`src/design/fsca_pkg.sv`:
```
// Shared types and codes for the flash slot catalog allocator.
// No dependencies.
`timescale 1ns / 1ps
package fsca_pkg;

    localparam logic [1:0] K_BEGIN = 2'd0;
    localparam logic [1:0] K_DATA  = 2'd1;
    localparam logic [1:0] K_SHOW  = 2'd2;

    localparam logic [2:0] ST_OK    = 3'd0;
    localparam logic [2:0] ST_FLASH = 3'd1;
    localparam logic [2:0] ST_RANGE = 3'd2;
    localparam logic [2:0] ST_LEN   = 3'd3;
    localparam logic [2:0] ST_FULL  = 3'd4;
    localparam logic [2:0] ST_STATE = 3'd5;

    localparam logic [1:0] CFG_PART_READY = 2'd0;
    localparam logic [1:0] CFG_BUILTIN_W  = 2'd1;
    localparam logic [1:0] CFG_BUILTIN_H  = 2'd2;

    localparam int MAX_W     = 2048;
    localparam int MAX_H     = 1024;
    localparam int PAGE_MASK = 4095;

    typedef struct packed {
        logic [15:0] key;
        logic [11:0] w;
        logic [10:0] h;
        logic [18:0] base;
        logic [19:0] span;
        logic [19:0] length;
    } slot_rec_t;

    typedef struct packed {
        logic [1:0]  kind;
        logic [15:0] slot_id;
        logic [15:0] pix_width;
        logic [15:0] pix_height;
        logic [23:0] total_bytes;
        logic [23:0] chunk_offset;
        logic [23:0] chunk_len;
    } req_t;

    typedef struct packed {
        logic [2:0]  status;
        logic [18:0] found_offset;
        logic [11:0] found_width;
        logic [10:0] found_height;
        logic        upload_done;
    } rsp_t;

endpackage

```
`src/design/fsca_if.sv`:
```
// Request and response channel interfaces (valid/ready).
// Depends on fsca_pkg.
`timescale 1ns / 1ps
interface fsca_req_if;
    import fsca_pkg::*;
    logic        valid;
    logic        ready;
    logic [1:0]  kind;
    logic [15:0] slot_id;
    logic [15:0] pix_width;
    logic [15:0] pix_height;
    logic [23:0] total_bytes;
    logic [23:0] chunk_offset;
    logic [23:0] chunk_len;
    modport source (output valid, kind, slot_id, pix_width, pix_height, total_bytes,
                    chunk_offset, chunk_len, input ready);
    modport sink (input valid, kind, slot_id, pix_width, pix_height, total_bytes,
                  chunk_offset, chunk_len, output ready);
endinterface

interface fsca_rsp_if;
    import fsca_pkg::*;
    logic        valid;
    logic        ready;
    logic [2:0]  status;
    logic [18:0] found_offset;
    logic [11:0] found_width;
    logic [10:0] found_height;
    logic        upload_done;
    modport source (output valid, status, found_offset, found_width, found_height,
                    upload_done, input ready);
    modport sink (input valid, status, found_offset, found_width, found_height,
                  upload_done, output ready);
endinterface

```
`src/design/flash_slot_catalog_allocator_core.sv`:
```
// Top level of the flash slot catalog allocator: control, scans, upload state.
// Depends on fsca_pkg, fsca_if (fsca_req_if, fsca_rsp_if) and fsca_ram.
`timescale 1ns / 1ps
//
//  channel | dir | handshake      | payload
//  --------+-----+----------------+-----------------------------------------------
//  req     | in  | valid/ready    | kind, slot_id, pix_width/height, total_bytes,
//          |     |                | chunk_offset, chunk_len
//  rsp     | out | valid/ready    | status, found_offset/width/height, upload_done
//  cfg     | in  | cfg_we         | cfg_idx, cfg_wdata
//
//  One word at a time. Data chunks and bad begins go through the result register
//  and the finish state to the output register. Show and begin run a lookup scan
//  of the slot RAM; begin then runs further RAM passes, one per live offset in
//  ascending order, for the first-fit sweep. All scans share the single read port.
//  Reset clears valid bits and upload state at once; no clearing pass.
//  A stalled output holds the finished word; a new request is taken meanwhile.
module flash_slot_catalog_allocator_core #(
    parameter int NUM_SLOTS = 16,
    parameter int PART_SIZE = 524288,
    parameter int DIR_SIZE  = 4096
) (
    input  logic        clk,
    input  logic        rst_n,
    input  logic        cfg_we,
    input  logic [1:0]  cfg_idx,
    input  logic [11:0] cfg_wdata,
    fsca_req_if.sink    req,
    fsca_rsp_if.source  rsp
);
    import fsca_pkg::*;

    localparam int IW = (NUM_SLOTS > 1) ? $clog2(NUM_SLOTS) : 1;
    localparam int AW = 26;   // room for partition sizes and base+span sums
    localparam logic [AW-1:0] PART   = AW'(PART_SIZE);
    localparam logic [AW-1:0] DIR    = AW'(DIR_SIZE);
    localparam logic [IW:0]   NSLOTS = (IW+1)'(NUM_SLOTS);
    localparam logic [IW-1:0] LAST   = IW'(NUM_SLOTS - 1);

    typedef enum logic [3:0] {
        S_IDLE = 4'b0001,
        S_LOOK = 4'b0010,
        S_GAP  = 4'b0100,
        S_FIN  = 4'b1000
    } state_t;

    state_t state_reg, state_next;

    // configuration
    logic        part_ready_reg;
    logic [11:0] bw_reg;
    logic [10:0] bh_reg;

    // captured request
    logic [1:0]  kind_reg, kind_next;
    logic [15:0] key_reg, key_next;
    logic [11:0] pw_reg, pw_next;
    logic [10:0] ph_reg, ph_next;
    logic [19:0] tot_reg, tot_next;
    logic [19:0] want_reg, want_next;

    rsp_t res_reg, res_next;
    rsp_t out_reg, out_next;
    logic out_valid_reg, out_valid_next;

    // RAM scan sequencing
    logic [IW:0]   issue_reg, issue_next;
    logic          pend_reg, pend_next;
    logic [IW-1:0] pidx_reg, pidx_next;

    // lookup results
    logic          found_reg, found_next;
    logic [IW-1:0] midx_reg, midx_next;
    logic [11:0]   mw_reg, mw_next;
    logic [10:0]   mh_reg, mh_next;
    logic [18:0]   mb_reg, mb_next;

    // gap sweep
    logic [IW-1:0] skip_reg, skip_next;
    logic [AW-1:0] cur_reg, cur_next;
    logic [18:0]   prev_reg, prev_next;
    logic          hprev_reg, hprev_next;
    logic          bany_reg, bany_next;
    logic [18:0]   bb_reg, bb_next;
    logic [AW-1:0] bend_reg, bend_next;

    // upload and slot valid bits
    logic [NUM_SLOTS-1:0] valid_reg, valid_next;
    logic          uopen_reg, uopen_next;
    logic [IW-1:0] uslot_reg, uslot_next;
    logic [15:0]   ukey_reg, ukey_next;
    logic [11:0]   uw_reg, uw_next;
    logic [10:0]   uh_reg, uh_next;
    logic [18:0]   ubase_reg, ubase_next;
    logic [19:0]   uspan_reg, uspan_next;
    logic [19:0]   utot_reg, utot_next;
    logic [19:0]   ugot_reg, ugot_next;

    // RAM
    logic          ram_we, ram_re;
    logic [IW-1:0] ram_raddr;
    slot_rec_t     ram_wdata, ram_rdata;

    fsca_ram #(
        .WIDTH ($bits(slot_rec_t)),
        .DEPTH (NUM_SLOTS),
        .AW    (IW)
    ) u_slots (
        .clk   (clk),
        .we    (ram_we),
        .waddr (uslot_reg),
        .wdata (ram_wdata),
        .re    (ram_re),
        .raddr (ram_raddr),
        .rdata (ram_rdata)
    );

    assign req.ready        = (state_reg == S_IDLE);
    assign rsp.valid        = out_valid_reg;
    assign rsp.status       = out_reg.status;
    assign rsp.found_offset = out_reg.found_offset;
    assign rsp.found_width  = out_reg.found_width;
    assign rsp.found_height = out_reg.found_height;
    assign rsp.upload_done  = out_reg.upload_done;

    wire accept = req.valid && req.ready;

    // begin checks, done at accept
    logic        bad_range, bad_len, bad_span;
    logic [19:0] need;
    logic [20:0] span_raw;
    always_comb
    begin
        bad_range = (req.pix_width == 16'd0) || (req.pix_height == 16'd0)
                 || (req.pix_width[1:0] != 2'd0)
                 || (req.pix_width > 16'(MAX_W)) || (req.pix_height > 16'(MAX_H));
        need      = 20'(req.pix_width[11:2] * req.pix_height[10:0]);
        bad_len   = (req.total_bytes == 24'd0) || (req.total_bytes != {4'd0, need});
        span_raw  = (21'(req.total_bytes[19:0]) + 21'(PAGE_MASK)) & ~21'(PAGE_MASK);
        bad_span  = AW'(span_raw) > (PART - DIR);
    end

    // first free slot
    logic          free_any;
    logic [IW-1:0] free_idx;
    always_comb
    begin
        free_any = 1'b0;
        free_idx = '0;
        for (int i = NUM_SLOTS - 1; i >= 0; i--)
        begin
            if (!valid_reg[i])
            begin
                free_any = 1'b1;
                free_idx = IW'(i);
            end
        end
    end

    // per-entry views of the word coming out of the RAM
    logic          scan_end;
    logic          hit;
    logic          cand;
    logic [AW-1:0] r_base, r_span, r_end;
    always_comb
    begin
        r_base   = AW'(ram_rdata.base);
        r_span   = AW'(ram_rdata.span);
        r_end    = r_base + r_span;
        scan_end = pend_reg && (pidx_reg == LAST);
        hit      = pend_reg && valid_reg[pidx_reg] && (ram_rdata.key == key_reg);
        cand     = pend_reg && valid_reg[pidx_reg] && (pidx_reg != skip_reg)
                && (r_span != '0) && (r_base >= DIR) && (r_span <= PART)
                && (r_base <= PART - r_span)
                && (!hprev_reg || (ram_rdata.base > prev_reg));
    end

    always_comb
    begin
        state_next     = state_reg;
        kind_next      = kind_reg;
        key_next       = key_reg;
        pw_next        = pw_reg;
        ph_next        = ph_reg;
        tot_next       = tot_reg;
        want_next      = want_reg;
        res_next       = res_reg;
        out_next       = out_reg;
        out_valid_next = out_valid_reg;
        issue_next     = issue_reg;
        pend_next      = 1'b0;
        pidx_next      = pidx_reg;
        found_next     = found_reg;
        midx_next      = midx_reg;
        mw_next        = mw_reg;
        mh_next        = mh_reg;
        mb_next        = mb_reg;
        skip_next      = skip_reg;
        cur_next       = cur_reg;
        prev_next      = prev_reg;
        hprev_next     = hprev_reg;
        bany_next      = bany_reg;
        bb_next        = bb_reg;
        bend_next      = bend_reg;
        valid_next     = valid_reg;
        uopen_next     = uopen_reg;
        uslot_next     = uslot_reg;
        ukey_next      = ukey_reg;
        uw_next        = uw_reg;
        uh_next        = uh_reg;
        ubase_next     = ubase_reg;
        uspan_next     = uspan_reg;
        utot_next      = utot_reg;
        ugot_next      = ugot_reg;
        ram_we         = 1'b0;
        ram_re         = 1'b0;
        ram_raddr      = issue_reg[IW-1:0];
        ram_wdata      = '{key: ukey_reg, w: uw_reg, h: uh_reg, base: ubase_reg,
                           span: uspan_reg, length: utot_reg};

        if (out_valid_reg && rsp.ready)
        begin
            out_valid_next = 1'b0;
        end

        // scan sequencer shared by lookup and gap passes
        if ((state_reg == S_LOOK) || (state_reg == S_GAP))
        begin
            if (issue_reg < NSLOTS)
            begin
                ram_re     = 1'b1;
                pend_next  = 1'b1;
                pidx_next  = issue_reg[IW-1:0];
                issue_next = issue_reg + 1'b1;
            end
        end

        unique case (state_reg)
            S_IDLE:
            begin
                if (accept)
                begin
                    kind_next  = req.kind;
                    key_next   = req.slot_id;
                    pw_next    = req.pix_width[11:0];
                    ph_next    = req.pix_height[10:0];
                    tot_next   = req.total_bytes[19:0];
                    want_next  = span_raw[19:0];
                    res_next   = '0;
                    issue_next = '0;
                    found_next = 1'b0;
                    state_next = S_FIN;
                    case (req.kind)
                        K_BEGIN:
                        begin
                            if (!part_ready_reg)
                                res_next.status = ST_FLASH;
                            else if (bad_range)
                                res_next.status = ST_RANGE;
                            else if (bad_len)
                                res_next.status = ST_LEN;
                            else if (bad_span)
                                res_next.status = ST_RANGE;
                            else
                                state_next = S_LOOK;
                        end
                        K_DATA:
                        begin
                            if (!uopen_reg || (req.chunk_offset != {4'd0, ugot_reg})
                                || (req.chunk_len > 24'(utot_reg - ugot_reg)))
                            begin
                                res_next.status = ST_STATE;
                            end
                            else
                            begin
                                ugot_next = ugot_reg + req.chunk_len[19:0];
                                if (ugot_next == utot_reg)
                                begin
                                    ram_we                = 1'b1;
                                    valid_next[uslot_reg] = 1'b1;
                                    uopen_next            = 1'b0;
                                    res_next.upload_done  = 1'b1;
                                end
                            end
                        end
                        K_SHOW:
                        begin
                            state_next = S_LOOK;
                        end
                        default:
                        begin
                            res_next.status = ST_STATE;
                        end
                    endcase
                end
            end

            S_LOOK:
            begin
                if (hit && !found_reg)
                begin
                    found_next = 1'b1;
                    midx_next  = pidx_reg;
                    mw_next    = ram_rdata.w;
                    mh_next    = ram_rdata.h;
                    mb_next    = ram_rdata.base;
                end
                if (scan_end)
                begin
                    state_next = S_FIN;
                    if (kind_reg == K_SHOW)
                    begin
                        if (found_next)
                        begin
                            res_next.found_width  = mw_next;
                            res_next.found_height = mh_next;
                            res_next.found_offset = mb_next;
                        end
                        else if (key_reg == 16'd0)
                        begin
                            res_next.found_width  = bw_reg;
                            res_next.found_height = bh_reg;
                        end
                        else
                        begin
                            res_next.status = ST_RANGE;
                        end
                        if ((res_next.found_width == 12'd0) || (res_next.found_height == 11'd0)
                            || (res_next.found_width[1:0] != 2'd0))
                        begin
                            res_next.status       = ST_RANGE;
                            res_next.found_offset = '0;
                        end
                    end
                    else if (!found_next && !free_any)
                    begin
                        res_next.status = ST_FULL;
                    end
                    else
                    begin
                        // a free slot is never live, so skipping it changes nothing
                        skip_next  = found_next ? midx_next : free_idx;
                        cur_next   = DIR;
                        hprev_next = 1'b0;
                        bany_next  = 1'b0;
                        issue_next = '0;
                        state_next = S_GAP;
                    end
                end
            end

            S_GAP:
            begin
                // smallest live offset above the previous one, widest end among ties
                if (cand)
                begin
                    if (!bany_reg || (ram_rdata.base < bb_reg))
                    begin
                        bany_next = 1'b1;
                        bb_next   = ram_rdata.base;
                        bend_next = r_end;
                    end
                    else if ((ram_rdata.base == bb_reg) && (r_end > bend_reg))
                    begin
                        bend_next = r_end;
                    end
                end
                if (scan_end)
                begin
                    if (!bany_next)
                    begin
                        state_next = S_FIN;
                        if ((cur_reg < PART) && (PART - cur_reg >= AW'(want_reg)))
                            res_next.found_offset = cur_reg[18:0];
                        else
                            res_next.status = ST_FULL;
                    end
                    else if ((AW'(bb_next) > cur_reg)
                             && (AW'(bb_next) - cur_reg >= AW'(want_reg)))
                    begin
                        state_next            = S_FIN;
                        res_next.found_offset = cur_reg[18:0];
                    end
                    else
                    begin
                        if (bend_next > cur_reg)
                            cur_next = bend_next;
                        prev_next  = bb_next;
                        hprev_next = 1'b1;
                        bany_next  = 1'b0;
                        issue_next = '0;
                    end
                    if ((state_next == S_FIN) && (res_next.status == ST_OK))
                    begin
                        valid_next[skip_reg] = 1'b0;
                        uopen_next = 1'b1;
                        uslot_next = skip_reg;
                        ukey_next  = key_reg;
                        uw_next    = pw_reg;
                        uh_next    = ph_reg;
                        ubase_next = cur_reg[18:0];
                        uspan_next = want_reg;
                        utot_next  = tot_reg;
                        ugot_next  = '0;
                    end
                end
            end

            S_FIN:
            begin
                if (!out_valid_reg || rsp.ready)
                begin
                    out_next       = res_reg;
                    out_valid_next = 1'b1;
                    state_next     = S_IDLE;
                end
            end

            default:
            begin
                state_next = S_IDLE;
            end
        endcase
    end

    always_ff @(posedge clk or negedge rst_n)
    begin
        if (!rst_n)
        begin
            state_reg      <= S_IDLE;
            part_ready_reg <= 1'b0;
            bw_reg         <= '0;
            bh_reg         <= '0;
            out_valid_reg  <= 1'b0;
            pend_reg       <= 1'b0;
            issue_reg      <= '0;
            valid_reg      <= '0;
            uopen_reg      <= 1'b0;
            uslot_reg      <= '0;
            ukey_reg       <= '0;
            uw_reg         <= '0;
            uh_reg         <= '0;
            ubase_reg      <= '0;
            uspan_reg      <= '0;
            utot_reg       <= '0;
            ugot_reg       <= '0;
        end
        else
        begin
            state_reg     <= state_next;
            out_valid_reg <= out_valid_next;
            pend_reg      <= pend_next;
            issue_reg     <= issue_next;
            valid_reg     <= valid_next;
            uopen_reg     <= uopen_next;
            uslot_reg     <= uslot_next;
            ukey_reg      <= ukey_next;
            uw_reg        <= uw_next;
            uh_reg        <= uh_next;
            ubase_reg     <= ubase_next;
            uspan_reg     <= uspan_next;
            utot_reg      <= utot_next;
            ugot_reg      <= ugot_next;
            if (cfg_we)
            begin
                unique case (cfg_idx)
                    CFG_PART_READY: part_ready_reg <= cfg_wdata[0];
                    CFG_BUILTIN_W:  bw_reg         <= cfg_wdata;
                    CFG_BUILTIN_H:  bh_reg         <= cfg_wdata[10:0];
                    default:        ;
                endcase
            end
        end
    end

    // payload registers
    always_ff @(posedge clk)
    begin
        kind_reg  <= kind_next;
        key_reg   <= key_next;
        pw_reg    <= pw_next;
        ph_reg    <= ph_next;
        tot_reg   <= tot_next;
        want_reg  <= want_next;
        res_reg   <= res_next;
        out_reg   <= out_next;
        pidx_reg  <= pidx_next;
        found_reg <= found_next;
        midx_reg  <= midx_next;
        mw_reg    <= mw_next;
        mh_reg    <= mh_next;
        mb_reg    <= mb_next;
        skip_reg  <= skip_next;
        cur_reg   <= cur_next;
        prev_reg  <= prev_next;
        hprev_reg <= hprev_next;
        bany_reg  <= bany_next;
        bb_reg    <= bb_next;
        bend_reg  <= bend_next;
    end

    // slot commits never land while a scan reads the RAM
    a_no_write_in_scan: assert property (@(posedge clk) disable iff (!rst_n)
        ram_we |-> (state_reg == S_IDLE))
        else $error("slot RAM written during a scan");

    // an open upload always has bytes still to come
    a_upload_short: assert property (@(posedge clk) disable iff (!rst_n)
        uopen_reg |-> (ugot_reg < utot_reg))
        else $error("open upload already complete");

    // a new response only follows the finish state
    a_rsp_from_fin: assert property (@(posedge clk) disable iff (!rst_n)
        $rose(out_valid_reg) |-> $past(state_reg == S_FIN))
        else $error("response raised outside finish");

    // a committing chunk marks its slot live
    a_commit_live: assert property (@(posedge clk) disable iff (!rst_n)
        ram_we |=> valid_reg[$past(uslot_reg)])
        else $error("committed slot not marked valid");

endmodule

```
`src/design/fsca_ram.sv`:
```
// Generic single-port-write, single-port-read RAM with registered read.
// No dependencies.
`timescale 1ns / 1ps
module fsca_ram #(
    parameter int WIDTH = 8,
    parameter int DEPTH = 16,
    parameter int AW    = (DEPTH > 1) ? $clog2(DEPTH) : 1
) (
    input  logic             clk,
    input  logic             we,
    input  logic [AW-1:0]    waddr,
    input  logic [WIDTH-1:0] wdata,
    input  logic             re,
    input  logic [AW-1:0]    raddr,
    output logic [WIDTH-1:0] rdata
);
    logic [WIDTH-1:0] mem [DEPTH];

    always_ff @(posedge clk)
    begin
        if (we)
        begin
            mem[waddr] <= wdata;
        end
        if (re)
        begin
            rdata <= mem[raddr];
        end
    end
endmodule

```
`src/flat_wrapper.sv`:
```
// flat-port wrapper written by rule: the top's interface ports become plain ports
module flash_slot_catalog_allocator_core_flat import fsca_pkg::*;
#(
    parameter int NUM_SLOTS = 16,
    parameter int PART_SIZE = 524288,
    parameter int DIR_SIZE  = 4096
)
  (clk, rst_n, cfg_we, cfg_idx, cfg_wdata, req_valid, req_kind, req_slot_id, req_pix_width, req_pix_height, req_total_bytes, req_chunk_offset, req_chunk_len, req_ready, rsp_valid, rsp_status, rsp_found_offset, rsp_found_width, rsp_found_height, rsp_upload_done, rsp_ready);
  fsca_req_if req_i ();
  fsca_rsp_if rsp_i ();
  input  logic clk;
  input  logic rst_n;
  input  logic cfg_we;
  input  logic [1:0] cfg_idx;
  input  logic [11:0] cfg_wdata;
  input wire logic [$bits(req_i.valid)-1:0] req_valid;
  input wire logic [$bits(req_i.kind)-1:0] req_kind;
  input wire logic [$bits(req_i.slot_id)-1:0] req_slot_id;
  input wire logic [$bits(req_i.pix_width)-1:0] req_pix_width;
  input wire logic [$bits(req_i.pix_height)-1:0] req_pix_height;
  input wire logic [$bits(req_i.total_bytes)-1:0] req_total_bytes;
  input wire logic [$bits(req_i.chunk_offset)-1:0] req_chunk_offset;
  input wire logic [$bits(req_i.chunk_len)-1:0] req_chunk_len;
  output wire logic [$bits(req_i.ready)-1:0] req_ready;
  output wire logic [$bits(rsp_i.valid)-1:0] rsp_valid;
  output wire logic [$bits(rsp_i.status)-1:0] rsp_status;
  output wire logic [$bits(rsp_i.found_offset)-1:0] rsp_found_offset;
  output wire logic [$bits(rsp_i.found_width)-1:0] rsp_found_width;
  output wire logic [$bits(rsp_i.found_height)-1:0] rsp_found_height;
  output wire logic [$bits(rsp_i.upload_done)-1:0] rsp_upload_done;
  input wire logic [$bits(rsp_i.ready)-1:0] rsp_ready;
  assign req_i.valid = req_valid;
  assign req_i.kind = req_kind;
  assign req_i.slot_id = req_slot_id;
  assign req_i.pix_width = req_pix_width;
  assign req_i.pix_height = req_pix_height;
  assign req_i.total_bytes = req_total_bytes;
  assign req_i.chunk_offset = req_chunk_offset;
  assign req_i.chunk_len = req_chunk_len;
  assign req_ready = req_i.ready;
  assign rsp_valid = rsp_i.valid;
  assign rsp_status = rsp_i.status;
  assign rsp_found_offset = rsp_i.found_offset;
  assign rsp_found_width = rsp_i.found_width;
  assign rsp_found_height = rsp_i.found_height;
  assign rsp_upload_done = rsp_i.upload_done;
  assign rsp_i.ready = rsp_ready;
  flash_slot_catalog_allocator_core #(.NUM_SLOTS(NUM_SLOTS), .PART_SIZE(PART_SIZE), .DIR_SIZE(DIR_SIZE)) u_core (.clk(clk), .rst_n(rst_n), .cfg_we(cfg_we), .cfg_idx(cfg_idx), .cfg_wdata(cfg_wdata), .req(req_i), .rsp(rsp_i));
endmodule
```
`config.mk`:
```
export PLATFORM = sky130hd
export DESIGN_NAME = flash_slot_catalog_allocator_core_flat
export DESIGN_NICKNAME = d
export VERILOG_FILES = /design/src/design/fsca_pkg.sv /design/src/design/fsca_if.sv /design/src/design/flash_slot_catalog_allocator_core.sv /design/src/design/fsca_ram.sv /design/src/flat_wrapper.sv
export SDC_FILE = /design/constraint.sdc
export NUM_CORES = 2
export LEC_CHECK = 0
export ABC_AREA = 1
export BUFFER_PORTS_ARGS = -buffer_cell sky130_fd_sc_hd__buf_4
export CORE_MARGIN = 3
export CORE_UTILIZATION = 55
export DETAILED_ROUTE_END_ITERATION = 8
export HOLD_SLACK_MARGIN = 0.1
export PLACE_DENSITY_LB_ADDON = 0.15
export SYNTH_ARGS = -nofsm -noshare
export SYNTH_HDL_FRONTEND = slang
export SYNTH_SLANG_ARGS = --single-unit
```
`constraint.sdc`:
```
create_clock -name clk -period 13.2 [get_ports clk]
set_clock_uncertainty 0.2 [all_clocks]
set_input_delay 0.66 -clock clk [delete_from_list [all_inputs] [get_ports clk]]
set_output_delay 0.66 -clock clk [all_outputs]
set_load 0.1 [all_outputs]
```
**Word level (Yosys, flattened, before mapping)**

Memory sizes are Yosys's and may differ from the RTL's. A register that Yosys moved wholly into a read port is not among the register bits.
Index checks and enable logic that the tools add are counted.

- Multipliers: 1
- Equal/unequal tests: 37
- Add/sub/neg operators: 8
- $lt $le $gt $ge: 21
- Bitwise logic cells: 6
- Mux-type cells: 164
- Reductions and logical operators: 74

Operator list:

| operator | number |
|---|---|
| $mux W26 | 11 |
| $mux W19 | 8 |
| $mux W4 | 32 |
| $mux W23 | 5 |
| $mux W20 | 5 |
| $mux W16 | 6 |
| $pmux W22 S3 | 1 |
| $ge A26 B20 Y1 | 2 |
| $gt A26 B26 Y1 | 2 |
| $mux W1 | 52 |
| $pmux W26 S2 | 1 |
| $logic_not A16 Y1 | 3 |
| $ne A24 B20 Y1 | 2 |
| $mux W46 | 1 |
| $pmux W23 S2 | 1 |
| $mux W45 | 1 |
| $mux W5 | 9 |
| $mux W22 | 2 |
| $mux W42 | 1 |
| $pmux W20 S2 | 1 |
| $mux W3 | 12 |
| $pmux W16 S2 | 1 |
| $gt A19 B26 Y1 | 1 |
| $le A19 B26 Y1 | 1 |
| 66 further kinds | 150 |

- Memories: 1
- Register bits after elaboration: 568
- Input bits: 141
- Memory bits (writable): 1376

Memory list:

| name | words | bits a word | rd ports | clocked after memory_dff | write ports | RTL line | source |
|---|---|---|---|---|---|---|---|
| u_core.u_slots.mem | 16 | 86 | 1 | 1 | 1 | fsca_ram.sv:17 | `logic [WIDTH-1:0] mem [DEPTH];` |

**Depth between registers and ports, before layout**

- Depth after elaboration: 23
- Depth in mapped cells: 53

**Modules after synthesis**

A second synthesis with hierarchy kept.

- Cells, all modules: 10681
- Area total of the unflattened synthesis: 103898.4 µm²

Modules (own cells, without submodules):

| module | cells an instance | seq. area each (µm²) | area each (µm²) | instances |
|---|---|---|---|---|
| fsca_ram | 6431 | 50028.0 | 69804.4 | 1 |
| flash_slot_catalog_allocator_core | 4250 | 13304.0 | 34093.9 | 1 |

**Worst setup path before layout**

Ideal clock, no wire load.

- Path type: register to register
- From: register u_core.state_reg[0]
- To: memory u_core.u_slots.mem[2][20] in the netlist's numbering (enable)
- Setup slack: 215 ps
- Library setup time: 571 ps
- Clock period less this slack: 12985 ps
- Arrival: 12214 ps
- Stages on the path, launching flop included: 8
- Required time: 12429 ps
- Cell sequence: dfstp_2 -> inv_1 -> nor3_1 -> clkinv_1 -> nor2_1 -> nand2_1 -> clkbuf_1 -> nor3_1

- Cells in the longest elaborated chain, start to end: 6

Ends and longest elaborated chain:

| what | RTL line | source |
|---|---|---|
| from (decl) | flash_slot_catalog_allocator_core.sv:47 | `state_t state_reg, state_next;` |
| from (signal assigned) | flash_slot_catalog_allocator_core.sv:450 | `state_reg <= state_next;` |
| $eq A4 B1 Y1 * | flash_slot_catalog_allocator_core.sv:118 | `assign req.ready = (state_reg == S_IDLE);` |
| net req_ready | flat_wrapper.sv:24 | `output wire logic [$bits(req_i.ready)-1:0] req_ready;` |
| $logic_and A1 B1 Y1 | flash_slot_catalog_allocator_core.sv:126 | `wire accept = req.valid && req.ready;` |
| $mux W1 | flash_slot_catalog_allocator_core.sv:241 | `if (accept)` |
| $mux W1 * | flash_slot_catalog_allocator_core.sv:238 | `unique case (state_reg)` |
| $mux W1 * | fsca_ram.sv:21 | `if (we)` |
| $mux W1 (not written as such) * | fsca_ram.sv:23 | `mem[waddr] <= wdata;` |
| to (decl) | fsca_ram.sv:17 |  |

The timed path passes the listed nets; every way through them passes the cells marked *.

**Worst setup path in the final report**

- From: register u_core.u_slots.rdata[33], read port of u_core.u_slots.mem
- To: register u_core.ugot_reg[18]

- Cells in the longest elaborated chain, start to end: 19

Ends and longest elaborated chain:

| what | RTL line | source |
|---|---|---|
| from (decl) | fsca_ram.sv:15 | `output logic [WIDTH-1:0] rdata` |
| branches (longest 4 deep; another with $le A19 B26 Y1) | - |  |
| $logic_and A1 B1 Y1 * | flash_slot_catalog_allocator_core.sv:174 | `&& (r_base <= PART - r_span)` |
| $logic_and A1 B1 Y1 * | flash_slot_catalog_allocator_core.sv:175 | `&& (!hprev_reg \|\| (ram_rdata.base > prev_reg));` |
| $mux W19 | flash_slot_catalog_allocator_core.sv:355 | `if (cand)` |
| $mux W19 | flash_slot_catalog_allocator_core.sv:238 |  |
| $sub A19 B26 Y26 | flash_slot_catalog_allocator_core.sv:379 | `&& (AW'(bb_next) - cur_reg >= AW'(want_reg)))` |
| $ge A26 B20 Y1 | flash_slot_catalog_allocator_core.sv:379 |  |
| $logic_and A1 B1 Y1 | flash_slot_catalog_allocator_core.sv:379 |  |
| $mux W4 | flash_slot_catalog_allocator_core.sv:378 | `else if ((AW'(bb_next) > cur_reg)` |
| $mux W4 | flash_slot_catalog_allocator_core.sv:370 | `if (!bany_next)` |
| $mux W4 | flash_slot_catalog_allocator_core.sv:368 | `if (scan_end)` |
| $mux W4 | flash_slot_catalog_allocator_core.sv:238 |  |
| $eq A4 B4 Y1 | flash_slot_catalog_allocator_core.sv:393 | `if ((state_next == S_FIN) && (res_next.status == ST_OK))` |
| $logic_and A1 B1 Y1 * | flash_slot_catalog_allocator_core.sv:393 |  |
| $ne A2 B2 Y1 (no line) * | - |  |
| $reduce_and A6 Y1 (no line) * | - |  |
| to (signal assigned) | flash_slot_catalog_allocator_core.sv:463 | `ugot_reg <= ugot_next;` |
| to (decl) | flash_slot_catalog_allocator_core.sv:97 | `logic [19:0] ugot_reg, ugot_next;` |

Mark *: on every way between the ends. The select of a mux whose other input is x is not followed.
A chain may end at the register's enable or synchronous reset.

==> metrics.md <==
| Metric | Value |
|---|---|
| R2r setup slk | 4.66 ns |
| Period utilization | 0.647 |
| Worst Setup Start Kind | flip-flop |
| Hold WC Path Type | in2async |
| Routability Congestion | about 0.93 |
| Worst-margin pin slew | 1.20 ns |
| CTS buffer count | around 160 |
| Syn Nets | ~7400 |
| Critical R2R Launch | u_core.u_slots.rdata[33]$_DFFE_PP_ |
| CTS tree | done |
| Largest net degree at the start of global routing | just over 200 |
| WL per Instance | about 23 um |
| Post-synth EDFFs | about 1400 |
| Cell Area, Placed | between 70000 and 80000 um^2 |
| Rows | about 140 |
| H-tree level count | 4 |
| Final hold slack | 0.183 ns |
| Critical Path Source | u_core.u_slots.rdata[33]$_DFFE_PP_ |
| Seq cells post-synth | between 1500 and 2000 |
| Switching power of the nets | between 4 and 5 mW |
| Slowest cell on crit path | nand3_1 |
| Antenna violations before repair | 4 |
| Sequential power share | 0.432 |
| Ant. Diodes | 0 |
| Vias in the first global route | between 50000 and 60000 |
| Clock Tree Root | clkbuf_16 |
| Pwr per Cell Area | 162 nW/um^2 |
| PostCTS Resize Cnt | 0 |
| Crit. End Element | flip-flop |
| CP max FO | 39 |
| Leakage | 34.7 nW |
| Chip height | approximately 380 um |
| Clock Sinks | 1592 |
| Pre-antenna DRT Iters | 6 |
| Met3 Use GR | 0.0376 |
| Top Usage Layer GRT | met2 |
| Clock transition at path regs | 0.06 ns |
| Crit path to | u_core.ugot_reg[18]$_DFFE_PN0P_ |
| # IOs | about 190 |
| Peak VDD IR | around 0.16 mV |
| Setup_tns | 0 ns |
| Sequential area share after synthesis | 0.624 |
| Core footprint | roughly 140000 um^2 |
| Worst stage delay on the critical path | between 0.8 and 0.9 ns |
| Total wire length | roughly 200000 um |
| Fmax | about 120 MHz |
| Critical path data arrival time | between 9 and 10 ns |
| R2R Path End | u_core.ugot_reg[18]$_DFFE_PN0P_ |
| Nets | about 7600 |
| Die ar. | around 140000 um^2 |
| Clk Latency, worst-skew pair | 0.80 ns |
| Initial Util | 0.555 |
| Yosys cell types | 61 |
| Global-route usage over all layers | 0.287 |
| Sw frac | 0.314 |
| Max cap viols | 0 |
| Rel. slew slack | 0.203 |
| Worst Reg-to-Reg Cells | 50 |
| Mean Syn Cell Area | between 10 and 15 um^2 |
| DIE WIDTH | 376 um |
| Final hold vios | 0 |
| Internal power | 9.42 mW |
| Share of layout cells above drive strength 1 | 0.0788 |
| DR iter-0 viols | between 5000 and 6000 |
| Fin worst setup slack | 4.66 ns |
| Netlist Area Pre-Place | approximately 75000 um^2 |
| Detail Route Antenna Nets | 0 |
| Max FFs per register | about 1100 |
| First-pass GRT wire length | roughly 300000 um |
| Comb pwr share | 0.233 |
| Post-Syn Instances | roughly 6900 |
| Synth warn | 0 |
| Req. time, crit path | between 10 and 15 ns |
| Vias | between 50000 and 60000 |
| Post-synth top flop | edfxtp_1 |
| FILL cells | around 11000 |
| Final min period | 8.54 ns |
| Final setup viols | 0 |
| Grt met1 use | 0.407 |
| Max-slew violation count | 0 |
| Post-DP HPWL | 125000 um |
| Port bufs | between 150 and 200 |
| RSZ-0062 raised after global routing | no |
| Dpl ws | about 4.8 ns |
| Critical path class | reg2reg |
| Via density | 5.85 |
| Drt drc | 0 |
| Share of the core filled with cells | 0.623 |
| P&R area growth vs syn | 12.3% |
| Multi-input logic area | 24600 um^2 |
| FFs w/ async S/R, synth | 0.102 |
| Clock Power Share | 0.335 |
| Final Cell Area | approximately 85000 um^2 |
| GR Overflow Total | 0 |
| Maximum buffer depth of the clock tree | 3 |
| FF+latch area | around 47000 um^2 |
| Status | finished clean |
| Met2 usage | 0.461 |
| Most common cell on crit path | nand2_1 |
[stage by stage]
step | total power, mW | instances
floorplan | 8.31 | 6897
global placement | 9.15 | 8627
detailed placement | 9.20 | 8627
CTS | 13.8 | 9003
global route | 14.4 | 9003
finish | 13.7 | 9003
[logic make-up after synthesis]
group                    after synthesis  synth area share
AND/OR/NAND/NOR                     2655             0.145
adder cells (fa/ha/maj)              325            0.0612
XOR/XNOR                             123            0.0147
flip-flops                          1592             0.624
multiplexers                         114            0.0152
buffers and inverters               1009            0.0518
AO/OA/AOI/OAI                       1079            0.0881
[how the worst min path moves through the flow]
stage                                  from                              endpoint  slack [ns]
4_1_cts                               rst_n          u_core.bh_reg[7]$_DFFE_PN0P_        0.14
6_report                              rst_n          u_core.bh_reg[7]$_DFFE_PN0P_        0.18
3_5_place_dp   u_core.res_reg[27]$_DFFE_PP_  u_core.rsp.found_offset[3]$_DFFE_PP_        0.20
2_1_floorplan                         rst_n          u_core.bh_reg[0]$_DFFE_PN0P_        0.16
5_1_grt                               rst_n          u_core.bw_reg[7]$_DFFE_PN0P_        0.21
3_3_place_gp   u_core.res_reg[26]$_DFFE_PP_  u_core.rsp.found_offset[2]$_DFFE_PP_        0.20
[placed cells by master (no fill, tap or decap), types with 6 or more instances in the layout]
| cell | n |
|---|---|
| nand4_1 | 111 |
| clkinv_2 | 21 |
| inv_1 | 680 |
| mux2i_1 | 113 |
| o21ai_1 | 46 |
| o21ai_0 | 506 |
| nor2_4 | 7 |
| inv_2 | 11 |
| dlygate4sd3_1 | 79 |
| clkbuf_16 | 163 |
| nand3b_1 | 21 |
| xor2_1 | 58 |
| ha_1 | 252 |
| nand3_1 | 293 |
| clkinv_1 | 28 |
| fa_1 | 73 |
| a21oi_1 | 163 |
| a211oi_1 | 6 |
| o21bai_1 | 12 |
| bufinv_16 | 14 |
| clkbuf_1 | 40 |
| xnor2_1 | 63 |
| a31oi_1 | 20 |
| dfrtp_1 | 158 |
| o211ai_1 | 30 |
| edfxtp_1 | 1430 |
| nor2_1 | 914 |
| or2_2 | 9 |
| nor3_1 | 40 |
| o32ai_1 | 152 |
| nor3_2 | 20 |
| o221ai_1 | 113 |
| clkbuf_8 | 14 |
| buf_4 | 256 |
| nor4_1 | 15 |
| nand2_1 | 1197 |
[power by group through the flow]
stage	Combinational, mW	Sequential (mW)	Clock, mW
after floorplan	2.22	6.09	0
after global placement	3.11	6.04	0
after detailed placement	3.15	6.04	0
after CTS	3.19	5.94	4.66
after global routing	3.55	5.96	4.86
final	3.19	5.94	4.60
[cells in the mapped netlist (3+ instances only)]
cell      instances  area (um^2)
o211ai_1         30          225
o32ai_1         152         1330
a21boi_0          3         22.5
a21oi_1         164          821
a31oi_1          20          125
or2_1             3         18.8
o21a_1            5         37.5
buf_1            21         78.8
inv_2            10         37.5
edfxtp_1       1430        42900
dfrtp_1         161         4030
nand4_1         111          694
nand3b_1         21          158
xor2_1           58          508
nand3_2           5         50.1
buf_4             6         45.0
or2_2             9         56.3
buf_2            25          125
a21o_1            5         37.5
o21ai_0         507         2540
nand2_1        1197         4490
and2_1            4         25.0
nand2_2           5         31.3
ha_1            252         3150
a211oi_1          6         45.0
buf_6             8         90.1
xnor2_1          63          552
o21ai_1          45          225
inv_1           684         2570
fa_1             73         1460
nor2_1          922         3460
clkinv_1          3         11.3
o221ai_1        113          990
nor3_1           58          290
nor4_1           15         93.8
o21bai_1         12         90.1
mux2i_1         113         1130
nand3_1         293         1470
o22ai_1           4         25.0
clkbuf_1        252          946
[critical path, delay by kind of cell, from the launching register on]
kind	cells	cell delay, ns
simple gates	37	5.05
fa+ha+maj	4	1.30
buf+inv	5	0.61
compound gates	2	0.59
flops	1	0.44
xor+xnor	2	0.24
[final cells by class]
type | count | area share
clock buffers | 216 | 0.0521
clock inverters | 81 | 0.0111
inverters | 697 | 0.0310
multi-input cells | 4296 | 0.291
flip-flops and latches | 1592 | 0.556
well taps | 1781 | 0.0263
repair buffers | 340 | 0.0332
[layer usage]
layer	vias to the layer above	share of wire
li1	24500	-
met1	25600	0.42
met2	2146	0.47
met3	347	0.074
met4	0	0.031
met5	-	0
[what timing repair did]
item	CTS	global route
hold buffers	79	0
setup buffers	0	0
endpoints found under the hold margin	138	0
(Power assumes the default switching activity.)
